`config.mk`:
```
export PLATFORM = sky130hd
export DESIGN_NAME = nearest_neighbor_downscaler
export DESIGN_NICKNAME = d
export VERILOG_FILES = /design/src/rtl/nnd_pkg.sv /design/src/rtl/nnd_front.sv /design/src/rtl/nnd_queue.sv /design/src/rtl/nnd_back.sv /design/src/rtl/nearest_neighbor_downscaler.sv
export VERILOG_INCLUDE_DIRS = /design/src /design/src/rtl
export SDC_FILE = /design/constraint.sdc
export NUM_CORES = 1
export LEC_CHECK = 0
export BUFFER_PORTS_ARGS = -buffer_cell sky130_fd_sc_hd__buf_2
export CAP_MARGIN = 0
export CORE_MARGIN = 2
export CORE_UTILIZATION = 59
export CTS_BUF_LIST = sky130_fd_sc_hd__clkbuf_8
export DETAILED_ROUTE_END_ITERATION = 8
export GPL_TIMING_DRIVEN = 0
export PLACE_DENSITY = 0.83
export RECOVER_POWER = 25
export REMOVE_ABC_BUFFERS = 1
export SLEW_MARGIN = 20
export SYNTH_ARGS = -nofsm -noshare
export SYNTH_HDL_FRONTEND = slang
export SYNTH_SLANG_ARGS = --single-unit
export TNS_END_PERCENT = 1
```
`constraint.sdc`:
```
create_clock -name clock -period 8.45 [get_ports clock]
set_input_delay 0.845 -clock clock [delete_from_list [all_inputs] [get_ports clock]]
set_output_delay 0.845 -clock clock [all_outputs]
set_load 0.01 [all_outputs]
```
`src/rtl/assert_macros.svh`:
```
// Assertion macros shared by the downscaler RTL.
// Included by every module that carries concurrent assertions.
`ifndef ASSERT_MACROS_SVH
`define ASSERT_MACROS_SVH

`ifndef NO_ASSERTIONS

// property must hold on every rising clock edge outside reset
`define ASSERT_PROP(lbl, clk, rst, prop) \
   lbl: assert property (@(posedge clk) disable iff (rst) prop) \
      else $error("assertion failed");

// condition must never be true outside reset
`define ASSERT_NEVER(lbl, clk, rst, cond) \
   lbl: assert property (@(posedge clk) disable iff (rst) !(cond)) \
      else $error("forbidden condition");

`else

`define ASSERT_PROP(lbl, clk, rst, prop)
`define ASSERT_NEVER(lbl, clk, rst, cond)

`endif

`endif

```
`src/rtl/nnd_pkg.sv`:
```
// Package for the nearest neighbor downscaler: payload and config types,
// register indexes, sizes and the saturating target step. No dependencies.
`timescale 1ns / 1ps

package nnd_pkg;

   localparam int MAX_WIDTH_DEF   = 4096;
   localparam int MAX_HEIGHT_DEF  = 4096;
   localparam int FRAC_BITS_DEF   = 16;
   localparam int QUEUE_DEPTH_DEF = 2;

   localparam int COMP_W     = 8;
   localparam int COORD_W    = 12;
   localparam int CNT_W      = 13;
   localparam int CFG_DIM_W  = 13;
   localparam int SCALE_W    = 29;
   localparam int TGT_W      = 30;
   localparam int CSR_IDX_W  = 3;
   localparam int CSR_DATA_W = SCALE_W;

   localparam logic [TGT_W-1:0] TGT_MAX = {TGT_W{1'b1}};

   typedef enum logic [CSR_IDX_W-1:0] {
      CSR_SRC_WIDTH  = 3'd0,
      CSR_SRC_HEIGHT = 3'd1,
      CSR_DST_WIDTH  = 3'd2,
      CSR_DST_HEIGHT = 3'd3,
      CSR_SCALE      = 3'd4
   } csr_index_type;

   typedef struct packed {
      logic [COMP_W-1:0] red;
      logic [COMP_W-1:0] green;
      logic [COMP_W-1:0] blue;
      logic [COMP_W-1:0] alpha;
   } pixel_type;

   typedef struct packed {
      logic [COMP_W-1:0]  out_red;
      logic [COMP_W-1:0]  out_green;
      logic [COMP_W-1:0]  out_blue;
      logic [COMP_W-1:0]  out_alpha;
      logic [COORD_W-1:0] dst_col;
      logic [COORD_W-1:0] dst_row;
      logic               frame_end;
   } result_type;

   typedef struct packed {
      logic [CFG_DIM_W-1:0] src_width;
      logic [CFG_DIM_W-1:0] src_height;
      logic [CFG_DIM_W-1:0] dst_width;
      logic [CFG_DIM_W-1:0] dst_height;
      logic [SCALE_W-1:0]   scale_q16;
   } cfg_type;

   function automatic logic [TGT_W-1:0] advance(input logic [TGT_W-1:0] target,
                                                 input logic [SCALE_W-1:0] scale);
      logic [TGT_W:0] sum;
      sum = {1'b0, target} + (TGT_W+1)'(scale);
      if (sum > {1'b0, TGT_MAX}) begin
         return TGT_MAX;
      end
      return sum[TGT_W-1:0];
   endfunction

endpackage

```
`src/rtl/nnd_front.sv`:
```
// Front end: accepts source pixels, tracks source position and fixed-point
// targets, and pushes selected pixels into the queue. Uses nnd_pkg.
`timescale 1ns / 1ps
`include "assert_macros.svh"

module nnd_front #(
   parameter int MAX_WIDTH  = nnd_pkg::MAX_WIDTH_DEF,
   parameter int MAX_HEIGHT = nnd_pkg::MAX_HEIGHT_DEF,
   parameter int FRAC_BITS  = nnd_pkg::FRAC_BITS_DEF
) (
   input  logic                 clock,
   input  logic                 reset,
   input  nnd_pkg::cfg_type     cfg,
   input  logic                 req_valid,
   output logic                 req_ready,
   input  nnd_pkg::pixel_type   req_data,
   input  logic                 push_ready,
   output logic                 push_valid,
   output nnd_pkg::result_type  push_data
);

   localparam int COL_W = $clog2(MAX_WIDTH);
   localparam int ROW_W = $clog2(MAX_HEIGHT);
   localparam int POS_W = (COL_W > ROW_W) ? COL_W : ROW_W;
   localparam int EXT_W = (POS_W + 1 > nnd_pkg::CFG_DIM_W) ? POS_W + 1 : nnd_pkg::CFG_DIM_W;
   localparam int INT_W = nnd_pkg::TGT_W - FRAC_BITS;
   localparam int CMP_W = (POS_W > INT_W) ? POS_W : INT_W;
   localparam int CNT_W = nnd_pkg::CNT_W;
   localparam int TGT_W = nnd_pkg::TGT_W;

   logic [COL_W-1:0] source_col_ff, source_col_in;
   logic [ROW_W-1:0] source_row_ff, source_row_in;
   logic [TGT_W-1:0] col_target_ff, col_target_in;
   logic [TGT_W-1:0] row_target_ff, row_target_in;
   logic [CNT_W-1:0] col_count_ff, col_count_in;
   logic [CNT_W-1:0] row_count_ff, row_count_in;

   logic [EXT_W-1:0] width_eff;
   logic [EXT_W-1:0] height_eff;
   logic             accept;
   logic             col_hit;
   logic             row_hit;
   logic             col_wrap;
   logic             row_wrap;

   always_comb begin
      if (cfg.src_width == '0) begin
         width_eff = EXT_W'(1);
      end else if (EXT_W'(cfg.src_width) > EXT_W'(MAX_WIDTH)) begin
         width_eff = EXT_W'(MAX_WIDTH);
      end else begin
         width_eff = EXT_W'(cfg.src_width);
      end
      if (cfg.src_height == '0) begin
         height_eff = EXT_W'(1);
      end else if (EXT_W'(cfg.src_height) > EXT_W'(MAX_HEIGHT)) begin
         height_eff = EXT_W'(MAX_HEIGHT);
      end else begin
         height_eff = EXT_W'(cfg.src_height);
      end
   end

   assign req_ready = push_ready;
   assign accept    = req_valid && req_ready;

   assign col_hit = (col_count_ff < cfg.dst_width) &&
                    (CMP_W'(source_col_ff) == CMP_W'(col_target_ff[TGT_W-1:FRAC_BITS]));
   assign row_hit = (row_count_ff < cfg.dst_height) &&
                    (CMP_W'(source_row_ff) == CMP_W'(row_target_ff[TGT_W-1:FRAC_BITS]));
   assign col_wrap = (EXT_W'(source_col_ff) + EXT_W'(1)) >= width_eff;
   assign row_wrap = (EXT_W'(source_row_ff) + EXT_W'(1)) >= height_eff;

   assign push_valid = accept && col_hit && row_hit;

   always_comb begin
      push_data.out_red   = req_data.red;
      push_data.out_green = req_data.green;
      push_data.out_blue  = req_data.blue;
      push_data.out_alpha = req_data.alpha;
      push_data.dst_col   = col_count_ff[nnd_pkg::COORD_W-1:0];
      push_data.dst_row   = row_count_ff[nnd_pkg::COORD_W-1:0];
      push_data.frame_end =
         ((CNT_W+1)'(col_count_ff) + (CNT_W+1)'(1) == (CNT_W+1)'(cfg.dst_width)) &&
         ((CNT_W+1)'(row_count_ff) + (CNT_W+1)'(1) == (CNT_W+1)'(cfg.dst_height));
   end

   always_comb begin
      source_col_in = source_col_ff;
      source_row_in = source_row_ff;
      col_target_in = col_target_ff;
      row_target_in = row_target_ff;
      col_count_in  = col_count_ff;
      row_count_in  = row_count_ff;
      if (accept) begin
         if (col_hit) begin
            col_count_in  = col_count_ff + CNT_W'(1);
            col_target_in = nnd_pkg::advance(col_target_ff, cfg.scale_q16);
         end
         if (col_wrap) begin
            source_col_in = '0;
            col_count_in  = '0;
            col_target_in = '0;
            if (row_hit) begin
               row_count_in  = row_count_ff + CNT_W'(1);
               row_target_in = nnd_pkg::advance(row_target_ff, cfg.scale_q16);
            end
            if (row_wrap) begin
               source_row_in = '0;
               row_count_in  = '0;
               row_target_in = '0;
            end else begin
               source_row_in = source_row_ff + ROW_W'(1);
            end
         end else begin
            source_col_in = source_col_ff + COL_W'(1);
         end
      end
   end

   always_ff @(posedge clock) begin
      if (reset) begin
         source_col_ff <= '0;
         source_row_ff <= '0;
         col_target_ff <= '0;
         row_target_ff <= '0;
         col_count_ff  <= '0;
         row_count_ff  <= '0;
      end else begin
         source_col_ff <= source_col_in;
         source_row_ff <= source_row_in;
         col_target_ff <= col_target_in;
         row_target_ff <= row_target_in;
         col_count_ff  <= col_count_in;
         row_count_ff  <= row_count_in;
      end
   end

   `ASSERT_PROP(a_frame_wrap_clears, clock, reset, accept && col_wrap && row_wrap |=> source_col_ff == '0 && source_row_ff == '0 && row_count_ff == '0 && row_target_ff == '0)
   `ASSERT_PROP(a_col_count_steps, clock, reset, accept && col_hit && !col_wrap |=> col_count_ff == $past(col_count_ff) + CNT_W'(1))

endmodule

```
`src/rtl/nnd_queue.sv`:
```
// Short result queue between front and back end, register slots with
// read and write pointers. Uses nnd_pkg.
`timescale 1ns / 1ps
`include "assert_macros.svh"

module nnd_queue #(
   parameter int DEPTH = nnd_pkg::QUEUE_DEPTH_DEF
) (
   input  logic                 clock,
   input  logic                 reset,
   input  logic                 push_valid,
   output logic                 push_ready,
   input  nnd_pkg::result_type  push_data,
   output logic                 pop_valid,
   input  logic                 pop_ready,
   output nnd_pkg::result_type  pop_data
);

   localparam int PTR_W = (DEPTH > 1) ? $clog2(DEPTH) : 1;
   localparam int CNT_W = $clog2(DEPTH + 1);

   nnd_pkg::result_type slots_ff [DEPTH];
   logic [PTR_W-1:0]    wr_ptr_ff, wr_ptr_in;
   logic [PTR_W-1:0]    rd_ptr_ff, rd_ptr_in;
   logic [CNT_W-1:0]    count_ff, count_in;
   logic                push;
   logic                pop;

   assign push_ready = count_ff != CNT_W'(DEPTH);
   assign pop_valid  = count_ff != '0;
   assign pop_data   = slots_ff[rd_ptr_ff];
   assign push       = push_valid && push_ready;
   assign pop        = pop_valid && pop_ready;

   always_comb begin
      wr_ptr_in = wr_ptr_ff;
      rd_ptr_in = rd_ptr_ff;
      count_in  = count_ff;
      if (push) begin
         wr_ptr_in = (wr_ptr_ff == PTR_W'(DEPTH - 1)) ? '0 : wr_ptr_ff + PTR_W'(1);
      end
      if (pop) begin
         rd_ptr_in = (rd_ptr_ff == PTR_W'(DEPTH - 1)) ? '0 : rd_ptr_ff + PTR_W'(1);
      end
      if (push && !pop) begin
         count_in = count_ff + CNT_W'(1);
      end else if (pop && !push) begin
         count_in = count_ff - CNT_W'(1);
      end
   end

   always_ff @(posedge clock) begin
      if (reset) begin
         wr_ptr_ff <= '0;
         rd_ptr_ff <= '0;
         count_ff  <= '0;
      end else begin
         wr_ptr_ff <= wr_ptr_in;
         rd_ptr_ff <= rd_ptr_in;
         count_ff  <= count_in;
      end
   end

   always_ff @(posedge clock) begin
      if (push) begin
         slots_ff[wr_ptr_ff] <= push_data;
      end
   end

   `ASSERT_NEVER(a_count_in_range, clock, reset, count_ff > CNT_W'(DEPTH))
   `ASSERT_PROP(a_count_grows, clock, reset, push && !pop |=> count_ff == $past(count_ff) + CNT_W'(1))

endmodule

```
`src/rtl/nnd_back.sv`:
```
// Back end: output register that drains the queue onto the result channel.
// Uses nnd_pkg.
`timescale 1ns / 1ps
`include "assert_macros.svh"

module nnd_back (
   input  logic                 clock,
   input  logic                 reset,
   input  logic                 pop_valid,
   output logic                 pop_ready,
   input  nnd_pkg::result_type  pop_data,
   output logic                 rsp_valid,
   input  logic                 rsp_ready,
   output nnd_pkg::result_type  rsp_data
);

   logic                rsp_valid_ff, rsp_valid_in;
   nnd_pkg::result_type rsp_data_ff;
   logic                load;

   assign pop_ready = !rsp_valid_ff || rsp_ready;
   assign load      = pop_valid && pop_ready;

   always_comb begin
      rsp_valid_in = rsp_valid_ff;
      if (load) begin
         rsp_valid_in = 1'b1;
      end else if (rsp_ready) begin
         rsp_valid_in = 1'b0;
      end
   end

   always_ff @(posedge clock) begin
      if (reset) begin
         rsp_valid_ff <= 1'b0;
      end else begin
         rsp_valid_ff <= rsp_valid_in;
      end
   end

   always_ff @(posedge clock) begin
      if (load) begin
         rsp_data_ff <= pop_data;
      end
   end

   assign rsp_valid = rsp_valid_ff;
   assign rsp_data  = rsp_data_ff;

   `ASSERT_PROP(a_idle_output_loads, clock, reset, pop_valid && !rsp_valid_ff |=> rsp_valid_ff)

endmodule

```
`src/rtl/nearest_neighbor_downscaler.sv`:
```
// Nearest neighbor image downscaler, top level: config registers, front end,
// result queue and output stage. Uses nnd_pkg, nnd_front, nnd_queue, nnd_back.
//
// Usage:
//   req_*  source RGBA pixels in raster order, valid/ready, one item per cycle.
//   rsp_*  selected pixels with destination column/row and a frame_end mark,
//          valid/ready. Source pixels that are not selected give no item.
//   csr_*  write-only registers (src/dst size, Q13.16 scale), written with
//          csr_we while the block is idle; no wait states.
// Throughput: one source pixel per cycle, sustained, as long as rsp_ready
// is high; the per-pixel work is three compares and a saturating add per axis.
// Path: a selected pixel is registered in a queue slot and then in the
// output register before it shows on rsp_valid.
// Stall: when rsp_ready is low the queue (QUEUE_DEPTH items) and the output
// register fill, then req_ready drops until the receiver takes an item.
// Reset: counters and targets go to the start of a frame, registers take
// src 1x1, dst width 1, dst height 0, scale 1.0; no item is in flight.
`timescale 1ns / 1ps

module nearest_neighbor_downscaler #(
   parameter int MAX_WIDTH   = nnd_pkg::MAX_WIDTH_DEF,
   parameter int MAX_HEIGHT  = nnd_pkg::MAX_HEIGHT_DEF,
   parameter int FRAC_BITS   = nnd_pkg::FRAC_BITS_DEF,
   parameter int QUEUE_DEPTH = nnd_pkg::QUEUE_DEPTH_DEF
) (
   input  logic                            clock,
   input  logic                            reset,
   input  logic                            req_valid,
   output logic                            req_ready,
   input  nnd_pkg::pixel_type              req_data,
   output logic                            rsp_valid,
   input  logic                            rsp_ready,
   output nnd_pkg::result_type             rsp_data,
   input  logic                            csr_we,
   input  logic [nnd_pkg::CSR_IDX_W-1:0]   csr_index,
   input  logic [nnd_pkg::CSR_DATA_W-1:0]  csr_wdata
);

   nnd_pkg::cfg_type    cfg_ff, cfg_in;
   logic                push_valid;
   logic                push_ready;
   nnd_pkg::result_type push_data;
   logic                pop_valid;
   logic                pop_ready;
   nnd_pkg::result_type pop_data;

   always_comb begin
      cfg_in = cfg_ff;
      if (csr_we) begin
         case (nnd_pkg::csr_index_type'(csr_index))
            nnd_pkg::CSR_SRC_WIDTH: begin
               cfg_in.src_width = csr_wdata[nnd_pkg::CFG_DIM_W-1:0];
            end
            nnd_pkg::CSR_SRC_HEIGHT: begin
               cfg_in.src_height = csr_wdata[nnd_pkg::CFG_DIM_W-1:0];
            end
            nnd_pkg::CSR_DST_WIDTH: begin
               cfg_in.dst_width = csr_wdata[nnd_pkg::CFG_DIM_W-1:0];
            end
            nnd_pkg::CSR_DST_HEIGHT: begin
               cfg_in.dst_height = csr_wdata[nnd_pkg::CFG_DIM_W-1:0];
            end
            nnd_pkg::CSR_SCALE: begin
               cfg_in.scale_q16 = csr_wdata[nnd_pkg::SCALE_W-1:0];
            end
            default: begin
               cfg_in = cfg_ff;
            end
         endcase
      end
   end

   always_ff @(posedge clock) begin
      if (reset) begin
         cfg_ff.src_width  <= nnd_pkg::CFG_DIM_W'(1);
         cfg_ff.src_height <= nnd_pkg::CFG_DIM_W'(1);
         cfg_ff.dst_width  <= nnd_pkg::CFG_DIM_W'(1);
         cfg_ff.dst_height <= '0;
         cfg_ff.scale_q16  <= nnd_pkg::SCALE_W'(1) << FRAC_BITS;
      end else begin
         cfg_ff <= cfg_in;
      end
   end

   nnd_front #(
      .MAX_WIDTH  (MAX_WIDTH),
      .MAX_HEIGHT (MAX_HEIGHT),
      .FRAC_BITS  (FRAC_BITS)
   ) u_front (
      .clock      (clock),
      .reset      (reset),
      .cfg        (cfg_ff),
      .req_valid  (req_valid),
      .req_ready  (req_ready),
      .req_data   (req_data),
      .push_ready (push_ready),
      .push_valid (push_valid),
      .push_data  (push_data)
   );

   nnd_queue #(
      .DEPTH (QUEUE_DEPTH)
   ) u_queue (
      .clock      (clock),
      .reset      (reset),
      .push_valid (push_valid),
      .push_ready (push_ready),
      .push_data  (push_data),
      .pop_valid  (pop_valid),
      .pop_ready  (pop_ready),
      .pop_data   (pop_data)
   );

   nnd_back u_back (
      .clock     (clock),
      .reset     (reset),
      .pop_valid (pop_valid),
      .pop_ready (pop_ready),
      .pop_data  (pop_data),
      .rsp_valid (rsp_valid),
      .rsp_ready (rsp_ready),
      .rsp_data  (rsp_data)
   );

endmodule
```
==> flow_summary_export.csv, run 1 <==
group,metric,value,unit
cts,post_cts_resize_count,0,
setup_path,worstSetupStartpointType,"register",
synthesis,netlist.area_leader.share,0.275,
setup_path,rrSetupSlack,2.74,ns
setup_path,slowest_delay,0.85,ns
floorplan,dieWidth,182,microns
global_route,grt.total_usage,0.265,
synthesis,ys_ff_latch,367,
route,drc,0,
setup_path,cpMaxStageDelayCell,"nor3_2",
setup_path,r2r_cells,15,
timing,final_hold_viol_count,0,
synthesis,syn_area,18600,sq um
power,irDropWorstVdd,0.000143,V
place,place_congestion,0.968,
timing,finalCriticalPeriod,5.71,ns
floorplan,core-area,31300,sq um
cts,clockBufferDepth,3,
final_layout,fin_area,21000,sq um
final_layout,n_antenna_cell,0,
setup_path,arrival,6.26,ns
global_route,overflow,0,
power,seqPwrFrac,0.469,
cts,h-tree-depth,2,
setup_path,worstPathMaxFanout,17,
synthesis,ys_seq_area_frac,0.486,
power,p_leak,8.25,nW
timing,period_share,0.676,
timing,finalSetupViolations,0,
synthesis,async_flop_share,0,
floorplan,start_util,0.595,
global_route,antenna_found_initial,0,
setup_path,path_cells,"nand3_1, or2_2, or2_2, nor2_1, nand3_1, xnor2_1, ha_1, nand2_1, a2111oi_0, a211o_1, o21ai_2, nor3_2, nand2_1, nor2_2, a22o_1",
power,internal-power,3.32,mW
final_layout,final_util,0.670,
place,io_buffers,127,
route,drt-vias-per-instance,6.03,
timing,final_max_slew_viol_count,113,
final_layout,mostFrequentLayoutCells,"nand2_1 (302), dfxtp_1 (196), a21oi_1 (188)",
timing,fin_skew,0.0283,ns
power,cellPowerDensity,217,nW/um^2
flow_run,cap_violations,2,
synthesis,netlist_instances,1894,
setup_path,rr_endpoint,"u_front.row_target_ff[6]$_SDFFE_PP0P_",
timing,rsz0062_at_grt,"no",
cts,cts.sinks,367,
cts,postCtsSetupBuffers,0,
floorplan,io_pins,128,
outcome,status,"finished with violations",
route,wl,44400,microns
power,comb_power_share,0.164,
final_layout,final_nets,2196,
hold_path,min_from,"req_data[3]",
synthesis,yosys_warnings,0,
final_layout,final_common_cell,"nand2_1",
setup_path,criticalPathCategory,"reg2reg",
timing,maxSlewHeadroom,-0.962,
power,netSwitchingPower,1.23,mW
cts,numCtsBuffers,59,
setup_path,cp.required,9.00,ns
timing,worstMarginPinSlew,2.94,ns
place,dpl.hpwl,31400,microns
synthesis,synth.distinct_cells,77,
synthesis,synth.avg_cell_area,9.84,sq um
cts,cts_hold_buf,0,
setup_path,cp-end-kind,"register",
floorplan,die_area,33000,sq um
floorplan,fp.dieH,182,microns
cts,path_clk_slew,0.06,ns
setup_path,cpLargestDelayFamily,"simple AND/OR/NAND/NOR gates",
timing,fmax,0.175,GHz
synthesis,ys.flop_type,"dfxtp_1",
hold_path,min_path_type,"in2reg",
setup_path,r2r-start,"u_front.source_col_ff[0]$_SDFFE_PP0P_",
synthesis,yosys.area.top_type,"edfxtp_1",
route,dr.pass1.iters,5,
final_layout,area_growth,12.5,%
global_route,grt_pass1_vias,14400,
cts,root_buffer,"clkbuf_8",
power,p_clk_frac,0.367,
global_route,grt_max_degree,79,
place,dpl-instance-area,19700,sq um
hold_path,whs_path_depth,1,
cts,cts_tree,"built",
setup_path,cp_num_buf_inv,0,
timing,finalSetupTns,0,ns
cts,clk_latency,0.62,ns
route,wl_per_cell,18.0,microns
final_layout,drive_gt1_frac,0.144,
route,drtAntennaViolNets,0,
hold_path,worstHoldEndpoint,"u_queue.slots_ff[0][28]$_DFFE_PP_",
route,drt_iter0_drc,1094,
power,sw_frac_of_total,0.270,
synthesis,synth-edff-count,171,
power,total_power,4.55,mW
outcome,violations,"capacitance limit, slew limit",
route,vias,14800,
global_route,grt_first_pass_wirelength,71300,microns
floorplan,rows,65,
synthesis,synth.area.top_cells,"edfxtp_1 (28%), dfxtp_1 (21%), ha_1 (7.7%)",
==> sequential cells by signal, summed over array words and instances, names as in the netlist <==
signal / count
u_queue.count_ff: 2
u_queue.wr_ptr_ff: 1
u_front.row_count_ff: 13
u_queue.slots_ff: 114
u_front.source_row_ff: 12
cfg_ff: 81
u_back.rsp_data: 57
u_back.rsp_valid: 1
u_front.source_col_ff: 12
u_front.row_target_ff: 30
u_front.col_count_ff: 13
u_queue.rd_ptr_ff: 1
u_front.col_target_ff: 30
==> layout make-up <==
cell class	instances	area, sq um
clock buffers	79	1090
clock inverters	31	258
fillers	2334	10300
inverters	49	185
multi-input cells	1396	9110
flip-flops and latches	367	9060
well taps	402	503
repair buffers	137	777
==> cells by family (layout without fill, tap and decap cells) <==
logic type | Yosys count | in the layout | share of synthesized area
multiplexers | 59 | 59 | 0.0355
flip-flops | 367 | 367 | 0.486
AND/OR/NAND/NOR | 641 | 641 | 0.162
AO/OA/AOI/OAI | 449 | 449 | 0.149
buffers and inverters | 131 | 296 | 0.0279
XOR/XNOR | 130 | 130 | 0.0611
adder cells (fa/ha/maj) | 117 | 117 | 0.0793
==> per-layer routing <==
layer  GRT usage  vias up  share of wire
met3      0.0371      124          0.065
li1            -     7116              -
met1       0.330     7041           0.41
met4       0.122        0          0.042
met2       0.458      554           0.48
met5           0        -              0
==> power groups by stage <==
stage	logic, mW	clock network [mW]	registers [mW]
after floorplan	0.358	0	2.25
after global placement	0.640	0	2.22
after detailed placement	0.744	0	2.18
after CTS	0.748	1.69	2.14
after global routing	0.807	1.77	2.15
final	0.746	1.67	2.13
==> how the worst max path moves through the flow <==
| stage | start | to | slack [ns] | cells after the start |
|---|---|---|---|---|
| after floorplan | u_front.source_col_ff[2]$_SDFFE_PP0P_ | u_front.col_target_ff[19]$_SDFFE_PP0P_ | 3.23 | 15 |
| after detailed placement | u_front.source_col_ff[0]$_SDFFE_PP0P_ | u_front.row_target_ff[6]$_SDFFE_PP0P_ | 2.90 | 16 |
| after global placement | u_front.source_col_ff[0]$_SDFFE_PP0P_ | u_front.col_target_ff[14]$_SDFFE_PP0P_ | 1.29 | 14 |
| after CTS | u_front.source_col_ff[0]$_SDFFE_PP0P_ | u_front.row_target_ff[6]$_SDFFE_PP0P_ | 2.86 | 16 |
| after global routing | u_front.source_col_ff[0]$_SDFFE_PP0P_ | u_front.row_target_ff[6]$_SDFFE_PP0P_ | 2.29 | 16 |
| final | u_front.source_col_ff[0]$_SDFFE_PP0P_ | u_front.row_target_ff[6]$_SDFFE_PP0P_ | 2.74 | 15 |
==> synthesized netlist by cell type (14+ instances only) <==
library cell	count
nor3_1	25
a21oi_1	188
a22o_1	28
edfxtp_1	171
o21ai_0	93
ha_1	115
nand4_1	23
nor2b_1	22
mux2_2	57
and3_1	28
clkbuf_1	65
a21o_1	19
xnor2_1	88
inv_1	49
nor2_1	89
nand2_1	302
nand3b_1	20
nor4_1	14
nand3_1	50
dfxtp_1	196
o211ai_1	14
xor2_1	42
==> worst register-to-register path, stage by stage (launching register included) <==
cell	delay (ns)
dfxtp_1	0.45
nand3_1	0.20
or2_2	0.38
or2_2	0.35
nor2_1	0.27
nand3_1	0.13
xnor2_1	0.17
ha_1	0.30
nand2_1	0.09
a2111oi_0	0.45
a211o_1	0.35
o21ai_2	0.32
nor3_2	0.85
nand2_1	0.37
nor2_2	0.70
a22o_1	0.24
==> metrics by stage <==
step / hold WS (ns) / cells / worst slack [ns]
after CTS: 0.390 / 2461 / 2.86
after detailed placement: 0.434 / 2351 / 2.90
final: 0.412 / 2461 / 2.74
after global routing: 0.392 / 2461 / 2.29
after floorplan: 0.420 / 1812 / 3.23
after global placement: 0.429 / 2341 / 1.29
Power figures use the tool's default switching activity.
==> run 2, diff against run 1 <==
- ABC_AREA: not set -> 1
- clock period: 8.45 -> 5.6 ns (I/O delays scaled with it)
==> run 2 against run 1 <==
  * The run now ends clean
  * Synthesized cell count grew 55%
  * Critical path depth grew 5
  * Clock-buffer cell count shrank 14
  * Global-route usage grew 3.0 points
  * Routed wire length grew 26%
  * Clock power grew 64%
  * Worst setup slack lost 1.8 ns
  * Combinational power grew to 2.7 times the previous value
  * Die area grew 14%
  * Register-to-register slack lost 1.8 ns
  * Sequential power grew 64%
  * Design area grew 13%
  * Critical path type unchanged
==> flow_summary_export.csv, run 2 <==
group,metric,value,unit
cts,cts_tree,"built",
cts,post_cts_resize_count,0,
cts,cts_hold_buf,0,
setup_path,cp.required,6.14,ns
route,drtAntennaViolNets,0,
global_route,overflow,0,
floorplan,rows,69,
synthesis,yosys_warnings,0,
synthesis,yosys.area.top_type,"edfxtp_1",
route,wl,55900,microns
power,cellPowerDensity,347,nW/um^2
global_route,grt_pass1_vias,18500,
synthesis,synth.avg_cell_area,7.21,sq um
floorplan,io_pins,128,
cts,cts.sinks,367,
route,wl_per_cell,15.6,microns
floorplan,die_area,37500,sq um
route,dr.pass1.iters,6,
setup_path,criticalPathCategory,"reg2reg",
synthesis,netlist.area_leader.share,0.242,
place,dpl.hpwl,40700,microns
power,irDropWorstVdd,0.000394,V
place,place_congestion,0.942,
final_layout,final_util,0.668,
route,vias,19300,
synthesis,ys_seq_area_frac,0.427,
synthesis,ys_ff_latch,367,
final_layout,fin_cells,3582,
setup_path,worstSetupStartpointType,"register",
final_layout,drive_gt1_frac,0.0859,
flow_run,cap_violations,0,
timing,finalSetupViolations,0,
outcome,status,"finished clean",
place,dpl-instance-area,22400,sq um
cts,numCtsBuffers,58,
route,drt_iter0_drc,1507,
setup_path,path_cells,"ha_1, nand2_1, nor2_1, nand3_1, nor2_1, nand3_1, xor2_1, inv_1, ha_1, nand2_1, nor2_1, and2_1, nand2_1, nand3_2, nand2_4, inv_4, nand3_4, clkinv_2, nand2_1, a21oi_1",
route,drt-vias-per-instance,5.39,
timing,finalSetupTns,0,ns
final_layout,area_growth,11.7,%
cts,root_buffer,"clkbuf_8",
timing,setup_ws,0.989,ns
synthesis,synth.area.top_cells,"edfxtp_1 (24%), dfxtp_1 (18%), nand2_1 (18%)",
place,dp_slack,1.06,ns
place,place_inst,3472,
floorplan,fp.dieH,194,microns
timing,final_hold_viol_count,0,
timing,fin_skew,0.0234,ns
final_layout,largest_register_ffs,114,
global_route,antenna_found_initial,1,
route,drc,0,
final_layout,fin_area,23700,sq um
timing,finalCriticalPeriod,4.61,ns
synthesis,netlist_instances,2943,
final_layout,final_nets,3258,
setup_path,crit_top_cell,"nand2_1",
cts,h-tree-depth,2,
hold_path,min_path_type,"in2reg",
synthesis,syn_area,21200,sq um
cts,clockBufferDepth,3,
setup_path,cp-end-kind,"register",
global_route,grt.total_usage,0.295,
setup_path,worstPathMaxFanout,63,
final_layout,largest_register,"u_queue.slots_ff",
timing,period_share,0.823,
global_route,grt_first_pass_wirelength,91000,microns
floorplan,dieWidth,194,microns
global_route,grt_max_degree,88,
cts,path_clk_slew,0.06,ns
cts,postCtsSetupBuffers,0,
synthesis,synth-edff-count,171,
timing,rsz0062_at_grt,"no",
setup_path,slowest_delay,0.61,ns
timing,maxSlewHeadroom,0.0611,
synthesis,synth.distinct_cells,49,
setup_path,arrival,5.15,ns
final_layout,mostFrequentLayoutCells,"nand2_1 (1014), inv_1 (425), nor2_1 (274)",
synthesis,ys_top_cells_by_count,"nand2_1 (1014), inv_1 (412), nor2_1 (274), dfxtp_1 (196), nand3_1 (183)",
synthesis,ys.flop_type,"dfxtp_1",
timing,worstMarginPinSlew,1.41,ns
synthesis,post-synth-top-count-cell,"nand2_1",
timing,fmax,0.217,GHz
synthesis,async_flop_share,0,
floorplan,core-area,35500,sq um
final_layout,final_common_cell,"nand2_1",
setup_path,cpMaxStageDelayCell,"nand2_4",
power,p_leak,11.4,nW
place,io_buffers,127,
timing,final_max_slew_viol_count,0,
floorplan,start_util,0.598,
cts,clk_latency,0.67,ns
## run 2: layout make-up
type / instances / area, sq um
diodes: 1 / 2.50
clock buffers: 65 / 895
clock inverters: 43 / 498
fillers: 2986 / 11800
inverters: 421 / 1590
multi-input cells: 2076 / 10200
flip-flops and latches: 367 / 9060
well taps: 461 / 577
repair buffers: 148 / 867
## run 2: worst paths after layout
kind	start	to	slack, ns	depth (start not counted)
worst max-delay path	u_front.source_col_ff[0]$_SDFFE_PP0P_	u_front.row_target_ff[22]$_SDFFE_PP0P_	0.99	20
worst min-delay path	req_data[15]	u_queue.slots_ff[0][40]$_DFFE_PP_	0.09	1
worst max register to register	u_front.source_col_ff[0]$_SDFFE_PP0P_	u_front.row_target_ff[22]$_SDFFE_PP0P_	0.99	20
worst min register to register	u_front.row_target_ff[2]$_SDFFE_PP0P_	u_front.row_target_ff[2]$_SDFFE_PP0P_	0.47	2
## run 2: cells by family after synthesis
| kind of cell | count (synthesis) | synth area share |
|---|---|---|
| AO/OA/AOI/OAI | 310 | 0.0785 |
| XOR/XNOR | 58 | 0.0239 |
| adder cells (fa/ha/maj) | 117 | 0.0697 |
| buffers and inverters | 500 | 0.0928 |
| flip-flops | 367 | 0.427 |
| AND/OR/NAND/NOR | 1591 | 0.308 |
## run 2: worst max-delay path, delay by kind of cell (launching register included)
kind | cells | cell delay [ns]
AOI/OAI and AO/OA | 1 | 0.09
xor gates and xnor gates | 1 | 0.16
DFF | 1 | 0.45
adders and majority gates | 2 | 0.53
buffers and inverters | 3 | 0.91
and+or+nand+nor | 13 | 2.31
## run 2: per-stage QoR
step	hold WS [ns]	total power [mW]
floorplan	0.430	4.73
global placement	0.455	5.41
detailed placement	0.462	5.56
CTS	0.0545	8.30
global route	0.0591	8.62
finish	0.0945	8.23
## run 2: power breakdown
part           leakage [nW]  switching [mW]  internal (mW)
sequential             3.16           0.213           3.29
clock                 0.766            1.15           1.59
combinational          7.49            1.38          0.601
total                  11.4            2.75           5.48
## run 2: metal layers
| metal | up-vias | wire [microns] | part of all wire | GRT usage |
|---|---|---|---|---|
| met3 | 126 | 3590 | 0.064 | 0.0444 |
| met4 | 2 | 2250 | 0.040 | 0.135 |
| li1 | 9621 | - | - | - |
| met2 | 728 | 26300 | 0.47 | 0.501 |
| met5 | - | 10 | 0.00018 | 0 |
| met1 | 8822 | 23700 | 0.42 | 0.373 |
==> run 3, diff against run 2 <==
- clock period: 5.6 -> 4.71 ns (I/O delays scaled with it)
==> run 3 against run 2 <==
  * Clock-buffer cell count unchanged
  * Largest power group unchanged
  * Sequential power increased by 19%
  * Design area increased by 1.6%
  * Non-clock buffer count increased by 34
  * Combinational power increased by 23%
  * Largest cell class unchanged
  * Register-to-register slack got worse by 0.67 ns
==> flow_summary_export.csv, run 3 (same netlist as run 2, synthesis figures left out) <==
group,metric,value,unit
route,wl,56400,microns
timing,final_max_slew_viol_count,0,
setup_path,criticalPathCategory,"reg2reg",
route,dr.pass1.iters,8,
timing,fmax,0.227,GHz
setup_path,cp.required,5.23,ns
floorplan,die_area,37500,sq um
final_layout,area_growth,13.5,%
hold_path,min_path_type,"in2reg",
timing,worstMarginPinSlew,1.43,ns
floorplan,rows,69,
floorplan,start_util,0.598,
global_route,grt.total_usage,0.299,
place,place_congestion,0.942,
route,vias,19500,
cts,postCtsSetupBuffers,0,
cts,cts.sinks,367,
route,met2WireLength,26800,microns
place,dp_slack,0.173,ns
place,dpl.hpwl,40700,microns
setup_path,worstPathMaxFanout,63,
route,wl_per_cell,15.6,microns
final_layout,fin_area,24100,sq um
setup_path,cp-end-kind,"register",
cts,root_buffer,"clkbuf_8",
flow_run,cap_violations,0,
global_route,grt_pass1_vias,18800,
global_route,antenna_found_initial,1,
cts,path_clk_slew,0.07,ns
final_layout,fin_cells,3616,
final_layout,final_common_cell,"nand2_1",
timing,rsz0062_at_grt,"no",
route,drt_iter0_drc,1493,
final_layout,largest_register_ffs,114,
setup_path,cpMaxStageDelayCell,"clkinv_2",
power,irDropWorstVdd,0.000457,V
timing,period_share,0.933,
global_route,grt_max_degree,88,
route,m1WireLength,23600,microns
route,routed.top_layer,"met5",
setup_path,arrival,4.92,ns
floorplan,fp.dieH,194,microns
cts,numCtsBuffers,58,
cts,cts_tree,"built",
place,dpl-instance-area,22400,sq um
final_layout,final_nets,3292,
route,met3WireLength,3640,microns
power,cellPowerDensity,409,nW/um^2
final_layout,largest_register,"u_queue.slots_ff",
cts,h-tree-depth,2,
cts,clk_latency,0.67,ns
power,p_leak,11.6,nW
route,drtAntennaViolNets,0,
floorplan,dieWidth,194,microns
route,drt-vias-per-instance,5.39,
place,io_buffers,127,
timing,final_hold_viol_count,0,
timing,finalCriticalPeriod,4.40,ns
route,drc,0,
timing,finalSetupViolations,0,
final_layout,drive_gt1_frac,0.0847,
timing,hold_slack,0.0296,ns
setup_path,path_cells,"ha_1, nand2_1, nor2_1, nand3_1, nor2_1, nand3_1, xor2_1, inv_1, ha_1, nand2_1, nor2_1, and2_1, nand2_1, nand3_2, nand2_8, inv_4, nand3_4, clkinv_2, nand2_2, a21oi_2",
global_route,overflow,0,
timing,maxSlewHeadroom,0.0467,
timing,setup_ws,0.314,ns
cts,clockBufferDepth,3,
setup_path,worstSetupStartpointType,"register",
setup_path,slowest_delay,0.56,ns
global_route,grt_first_pass_wirelength,92000,microns
outcome,status,"finished clean",
floorplan,io_pins,128,
power,total_power,9.85,mW
place,place_inst,3472,
final_layout,mostFrequentLayoutCells,"nand2_1 (1014), inv_1 (425), nor2_1 (274)",
timing,fin_skew,0.0311,ns
floorplan,core-area,35500,sq um
## run 3: changes by cell type in the layout (fill, tap and decap cells not counted)
cell	before	now
clkbuf_1	30	31
buf_16	4	5
buf_2	98	96
dlygate4sd3_1	0	34
nand2_8	0	1
nand2_4	2	1
## run 3: final timing paths
| kind | from | to | slack (ns) | cells after the start |
|---|---|---|---|---|
| max | u_front.source_col_ff[0]$_SDFFE_PP0P_ | u_front.row_count_ff[5]$_SDFFE_PP0P_ | 0.31 | 20 |
| min | csr_wdata[13] | cfg_ff[13]$_SDFFE_PP0P_ | 0.03 | 3 |
| max reg2reg | u_front.source_col_ff[0]$_SDFFE_PP0P_ | u_front.row_count_ff[5]$_SDFFE_PP0P_ | 0.31 | 20 |
| min reg2reg | u_front.row_target_ff[2]$_SDFFE_PP0P_ | u_front.row_target_ff[2]$_SDFFE_PP0P_ | 0.47 | 2 |
## run 3: metal layers
layer | up-vias | track usage
met3 | 138 | 0.0457
met1 | 8915 | 0.373
li1 | 9700 | -
met5 | - | 0
met2 | 749 | 0.509
met4 | 2 | 0.142
## run 3: worst max-delay path, delay by kind of cell, from the launching register on
| kind | cells | cell delay, ns |
|---|---|---|
| and+or+nand+nor | 13 | 2.12 |
| buffers and inverters | 3 | 0.86 |
| adders and majority gates | 2 | 0.54 |
| DFF | 1 | 0.45 |
| xor gates and xnor gates | 1 | 0.16 |
| AOI/OAI and AO/OA | 1 | 0.09 |
## run 3: power breakdown
part	total [mW]	internal, mW	switching (mW)	leakage [nW]
logic	2.43	0.764	1.67	7.63
clock network	3.25	1.89	1.37	0.766
registers	4.16	3.91	0.257	3.16
total	9.85	6.56	3.29	11.6
## run 3: final cells by class
type	instances	area, sq um
clock inverters	43	498
diodes	1	2.50
inverters	421	1590
multi-input cells	2076	10200
fillers	2911	11400
flip-flops and latches	367	9060
well taps	461	577
repair buffers	182	1230
clock buffers	65	895
## run 3: repair_timing
| action | CTS | global route |
|---|---|---|
| endpoints found under the setup margin | 0 | 34 |
| resized for setup | 0 | 1 |
| hold buffers | 34 | 0 |
| endpoints found under the hold margin | 65 | 0 |
## run 3: stage by stage
step,util,TNS [ns]
2_1_floorplan,-,-157.27
3_3_place_gp,0.621,-526.71
3_5_place_dp,0.631,0
4_1_cts,0.680,0
5_1_grt,0.679,0
6_report,0.679,0
